<file path="config.mk">
export PLATFORM = sky130hd
export DESIGN_NAME = sfs_advance
export DESIGN_NICKNAME = d
export VERILOG_FILES = /design/src/hdl/sfs_pkg.sv /design/src/hdl/sfs_advance.sv
export SDC_FILE = /design/constraint.sdc
export NUM_CORES = 1
export LEC_CHECK = 0
export BUFFER_PORTS_ARGS = -buffer_cell sky130_fd_sc_hd__buf_2
export CORE_MARGIN = 5
export CORE_UTILIZATION = 55
export DETAILED_ROUTE_END_ITERATION = 8
export PLACE_DENSITY = 0.82
export RECOVER_POWER = 50
export SLEW_MARGIN = 25
export SYNTH_ARGS = -nofsm -noshare
export SYNTH_HDL_FRONTEND = slang
export SYNTH_SLANG_ARGS = --single-unit
</file>
<file path="constraint.sdc">
create_clock -name vclk -period 5.9
set_input_delay 0.295 -clock vclk [all_inputs]
set_output_delay 0.295 -clock vclk [all_outputs]
set_load 0.02 [all_outputs]
</file>
<file path="src/hdl/sfs_pkg.sv">
// Shared types and constants for the sprite frame sequencer.
`timescale 1ns / 1ps
`default_nettype none

package sfs_pkg;

    // Table geometry
    localparam int MAX_STATES = 16;
    localparam int MAX_FRAMES = 32;
    localparam int ST_W       = 4;
    localparam int FR_W       = 5;
    localparam int CNT_W      = 6;
    localparam int TBL_DEPTH  = MAX_STATES * MAX_FRAMES;
    localparam int TBL_AW     = ST_W + FR_W;

    // Field widths
    localparam int ELAPSED_W = 16;
    localparam int COORD_W   = 16;
    localparam int PERIOD_W  = 20;
    localparam int ACC_W     = 21;   // period max plus one tick fits here

    localparam logic [PERIOD_W-1:0] PERIOD_RESET = PERIOD_W'(100000);

    // Configuration register indexes (paddr[2])
    localparam logic REG_MODE   = 1'b0;
    localparam logic REG_PERIOD = 1'b1;

    // Animation modes
    localparam logic MODE_CYCLE     = 1'b0;
    localparam logic MODE_PING_PONG = 1'b1;

    // Operation codes carried in s_axis_tuser
    typedef enum logic [1:0] {
        OP_TICK   = 2'd0,
        OP_SELECT = 2'd1,
        OP_LOAD   = 2'd2,
        OP_CLEAR  = 2'd3
    } t_op;

    // Playback position that one advance step updates
    typedef struct packed {
        logic [FR_W-1:0] frame;
        logic            back;
    } t_pos;

endpackage

`default_nettype wire

</file>
<file path="src/hdl/sfs_advance.sv">
// One-frame advance step: cyclic wrap or ping-pong bounce.
`timescale 1ns / 1ps
`default_nettype none

module sfs_advance
    import sfs_pkg::*;
(
    input  wire              i_mode,
    input  wire [CNT_W-1:0]  i_count,
    input  wire t_pos        i_pos,
    output t_pos             o_pos
);

    logic [CNT_W-1:0] f_inc;
    logic [CNT_W-1:0] f_dec;
    logic [CNT_W-1:0] cnt_m1;
    logic [CNT_W-1:0] cnt_m2;
    logic             at_end;

    assign f_inc  = {1'b0, i_pos.frame} + CNT_W'(1);
    assign f_dec  = {1'b0, i_pos.frame} - CNT_W'(1);
    assign cnt_m1 = i_count - CNT_W'(1);
    assign cnt_m2 = i_count - CNT_W'(2);
    assign at_end = (f_inc >= i_count);

    always_comb begin
        o_pos = i_pos;
        if (i_mode == MODE_CYCLE) begin
            o_pos.frame = at_end ? '0 : f_inc[FR_W-1:0];
        end else if (i_count == CNT_W'(1)) begin
            // single-frame state: parked at frame 0, direction untouched
            o_pos.frame = '0;
        end else if (!i_pos.back) begin
            if (at_end) begin
                o_pos.frame = cnt_m2[FR_W-1:0];
                o_pos.back  = 1'b1;
            end else begin
                o_pos.frame = f_inc[FR_W-1:0];
            end
        end else begin
            if (i_pos.frame == '0) begin
                o_pos.frame = FR_W'(1);
                o_pos.back  = 1'b0;
            end else if (f_dec >= i_count) begin
                // frame left beyond a shrunk count
                o_pos.frame = cnt_m1[FR_W-1:0];
            end else begin
                o_pos.frame = f_dec[FR_W-1:0];
            end
        end
    end

endmodule

`default_nettype wire

</file>
# Word-level counts from Yosys, hierarchy flattened

Cells that the tools add are included.

Equality and inequality tests: 1
Add/subtract/negate cells: 4
Mux-type cells: 11
Reductions and logical operators: 1
$lt $le $gt $ge: 2

Operators with widths:

| operator                                                           | number |
|---|---|
| 5-bit 2-to-1 mux                                                   | 6 |
| 6-bit greater-or-equal comparator                                  | 2 |
| 5-bit by 1-bit adder with 6-bit output, second input constant      | 1 |
| 6-bit by 1-bit == test with 1-bit output, second input constant    | 1 |
| 6-bit 2-to-1 mux                                                   | 1 |
| 5-bit by 1-bit subtractor with 6-bit output, second input constant | 1 |
| 5-bit zero test                                                    | 1 |
| 5-bit by 1-bit subtractor with 5-bit output, second input constant | 1 |
| 5-bit by 2-bit subtractor with 5-bit output, second input constant | 1 |
| 1-bit 2-to-1 mux                                                   | 4 |

Bits in registers: 0
Output and inout bits: 6
Input bits: 13

# Depth between registers and ports, before layout

Depth after elaboration: 7
Mapped depth: 10
Mapped depth without buffers: 9

# Worst setup path before layout

OpenSTA, ideal clock, no wires.

Path kind: in2out
Start: in i_pos[3] in the netlist's numbering
End: out o_pos[3] in the netlist's numbering
Required time: 5.605 ns
Arrival: 2.246 ns
Buffers on the path: 1
Stages: 8
Slack: 3.359 ns
Cell sequence: clkbuf_1 nor3_1 and3_1 ha_1 nand4_1 o221ai_4 mux2_4 a221o_1

RTL lines:

| element         | RTL line          | text |
|---|---|---|
| start, declared | sfs_advance.sv:10 | `input wire t_pos i_pos,` |
| end, declared   | sfs_advance.sv:11 | `output t_pos o_pos` |

==> impl_metrics.toml <==
[final_layout]
seq_cells = 0
areaGrowthSynthToFinish_pct = 11.9
fin_area_um2 = 893
fin_nets = 154
n_clock_buffer = 0
antennaDiodeCount = 0
drive_above_1_share = 0.198
final_util = 0.670
regArea_um2 = 0

[floorplanning]
fp.dieW_um = 48.1
initial_core_util = 0.598
pin_count = 19
die_y_um = 48.1
fp.coreArea_um2 = 1330
rows = 13
dieArea_um2 = 2310

[drt]
wirelength_um = 2070
wl_per_cell_um = 15.2
drc = 0
first_pass_iters = 4
dr.first_iter.drc_count = 39
ant_nets = 0
vias = 814
via_per_inst = 5.99

[worst_setup_path]
critPathLaunchType = "input pin"
crit_start = "i_pos[1]"
path_max_fanout = 11
crit_arrival_ns = 2.79
critPathCaptureType = "primary output"
cp_data_required_time_ns = 5.61
path_class = "input pin to primary output"

[global_route]
grt_start_max_net_pins = 12
antenna_found_initial = 0
grt_pass1_wl_um = 3230
gr-total-overflow = 0
grt_use_total = 0.192
grt_pass1_vias = 737

[logic_synthesis]
syn-mean-instance-area_um2 = 7.53
ys_seq_area_frac = 0
synth.largest_area_cell = "ha_1"
ys_warn_count = 0
yosysUniqueCellTypes = 30
syn_area_um2 = 798
synthCells = 106
synth.area.top_cells = "ha_1 28%, xnor2_1 6.6%, xor2_1 5.5%, nand2_1 5.2%, mux2i_1 5.0%"
synth_top_area_share = 0.282
syn_nets = 137

[cts]
postCtsSetupBuffers = 0
ctsHoldBuffers = 0
post_cts_resize_count = 0

[placement]
placed_area_um2 = 896
routabilityCongestion = 0.937
dp_hpwl_um = 1790
numPortBuffers = 19

[sta]
finalHoldViolCount = 0
slew-limit-headroom = 0.196
tightest_slew_ns = 1.19
timing.fmax_mhz = 324
rsz0062_at_grt = "no"
maxSlewViolCount = 0
finalCritPeriodShare = 0.523
setup-tns-final_ns = 0
period_needed_ns = 3.08
setup_violations = 0

[min_path]
hold_path.class = "input pin to primary output"
worstHoldStart = "i_pos[0]"

[status]
status = "finished, final reports clean"

[power_and_ir_drop]
peakVddDrop_v = 0.0000587
p_per_area_nw_per_um2 = 102
p_leak_nw = 0.448

[run]
cap_violations = 0
==> kinds of logic (layout without fill, tap and decap cells) <==
kind of cell,after synthesis,count (layout),share of synthesized area
mux,5,5,0.0690
xor+xnor,11,11,0.121
buf+inv,14,29,0.0674
simple gates,37,37,0.229
fa+ha+maj,18,18,0.282
compound gates,21,21,0.232
==> through the flow <==
step / worst slack [ns] / hold WS [ns] / total power, mW / cells
finish: 2.82 / 1.01 / 0.0911 / 136
global route: 2.66 / 1.02 / 0.0992 / 136
CTS: 2.86 / 1.00 / 0.0913 / 136
detailed placement: 2.85 / 0.999 / 0.0908 / 136
global placement: 3.00 / 0.980 / 0.0883 / 136
floorplan: 3.36 / 0.853 / 0.0669 / 106
==> worst max-delay path, stage by stage <==
cell	delay, ns
buf_2	0.14
ha_1	0.19
nand3_1	0.10
xnor2_1	0.16
ha_1	0.30
nand4_1	0.07
o21ai_0	0.94
nor3_1	0.14
a221o_1	0.30
buf_2	0.16
==> cell usage after synthesis (2+ instances only) <==
library cell / n
nand3_1: 6
a21oi_1: 2
nor3_1: 6
o221ai_1: 2
a221o_1: 2
mux2i_1: 4
xnor2_1: 6
nand4_1: 2
xor2_1: 5
a21oi_2: 2
nor2_1: 6
nand2_1: 11
ha_1: 18
and3_1: 2
o21a_1: 2
inv_1: 10
o21ai_0: 5
clkbuf_1: 3
==> cells in the final DEF (no fill, tap or decap) <==
cell / n
o21a_1: 2
a31o_2: 1
nor3b_1: 1
and2_1: 1
nand2b_4: 1
a21oi_4: 1
inv_1: 10
xnor2_1: 6
xor2_1: 5
and3_1: 2
o221ai_4: 1
a211o_1: 1
o211a_1: 1
nand4_1: 2
o221ai_1: 2
a21oi_2: 2
buf_2: 17
nand3_1: 6
mux2i_1: 4
nand2_1: 11
nor2_1: 6
o21ai_0: 5
nor3_1: 6
ha_1: 18
clkbuf_1: 2
a221o_1: 2
a21oi_1: 2
nand2b_1: 1
mux2_4: 1
o32a_1: 1
==> layout make-up <==
class | count | area (µm²)
Inverter | 10 | 37.5
Multi-Input combinational cell | 92 | 744
Tap cell | 15 | 18.8
Fill cell | 122 | 440
Timing Repair Buffer | 19 | 92.6
==> report_power, final <==
group	switching [mW]	internal, mW
clock	0	0
combinational	0.0533	0.0377
sequential	0	0
total	0.0533	0.0377
==> final timing paths <==
path                   end  cells after the start
setup / recovery  o_pos[2]                     10
hold / removal    o_pos[0]                      3
==> metal layers <==
| layer | GRT usage | vias to the layer above | share of wire |
|---|---|---|---|
| met1 | 0.272 | 369 | 0.47 |
| met5 | 0 | - | 0 |
| met4 | 0 | 0 | 0.0019 |
| met2 | 0.346 | 26 | 0.49 |
| met3 | 0 | 4 | 0.043 |
| li1 | - | 415 | - |
No activity file was read; power rests on OpenSTA's default activity.
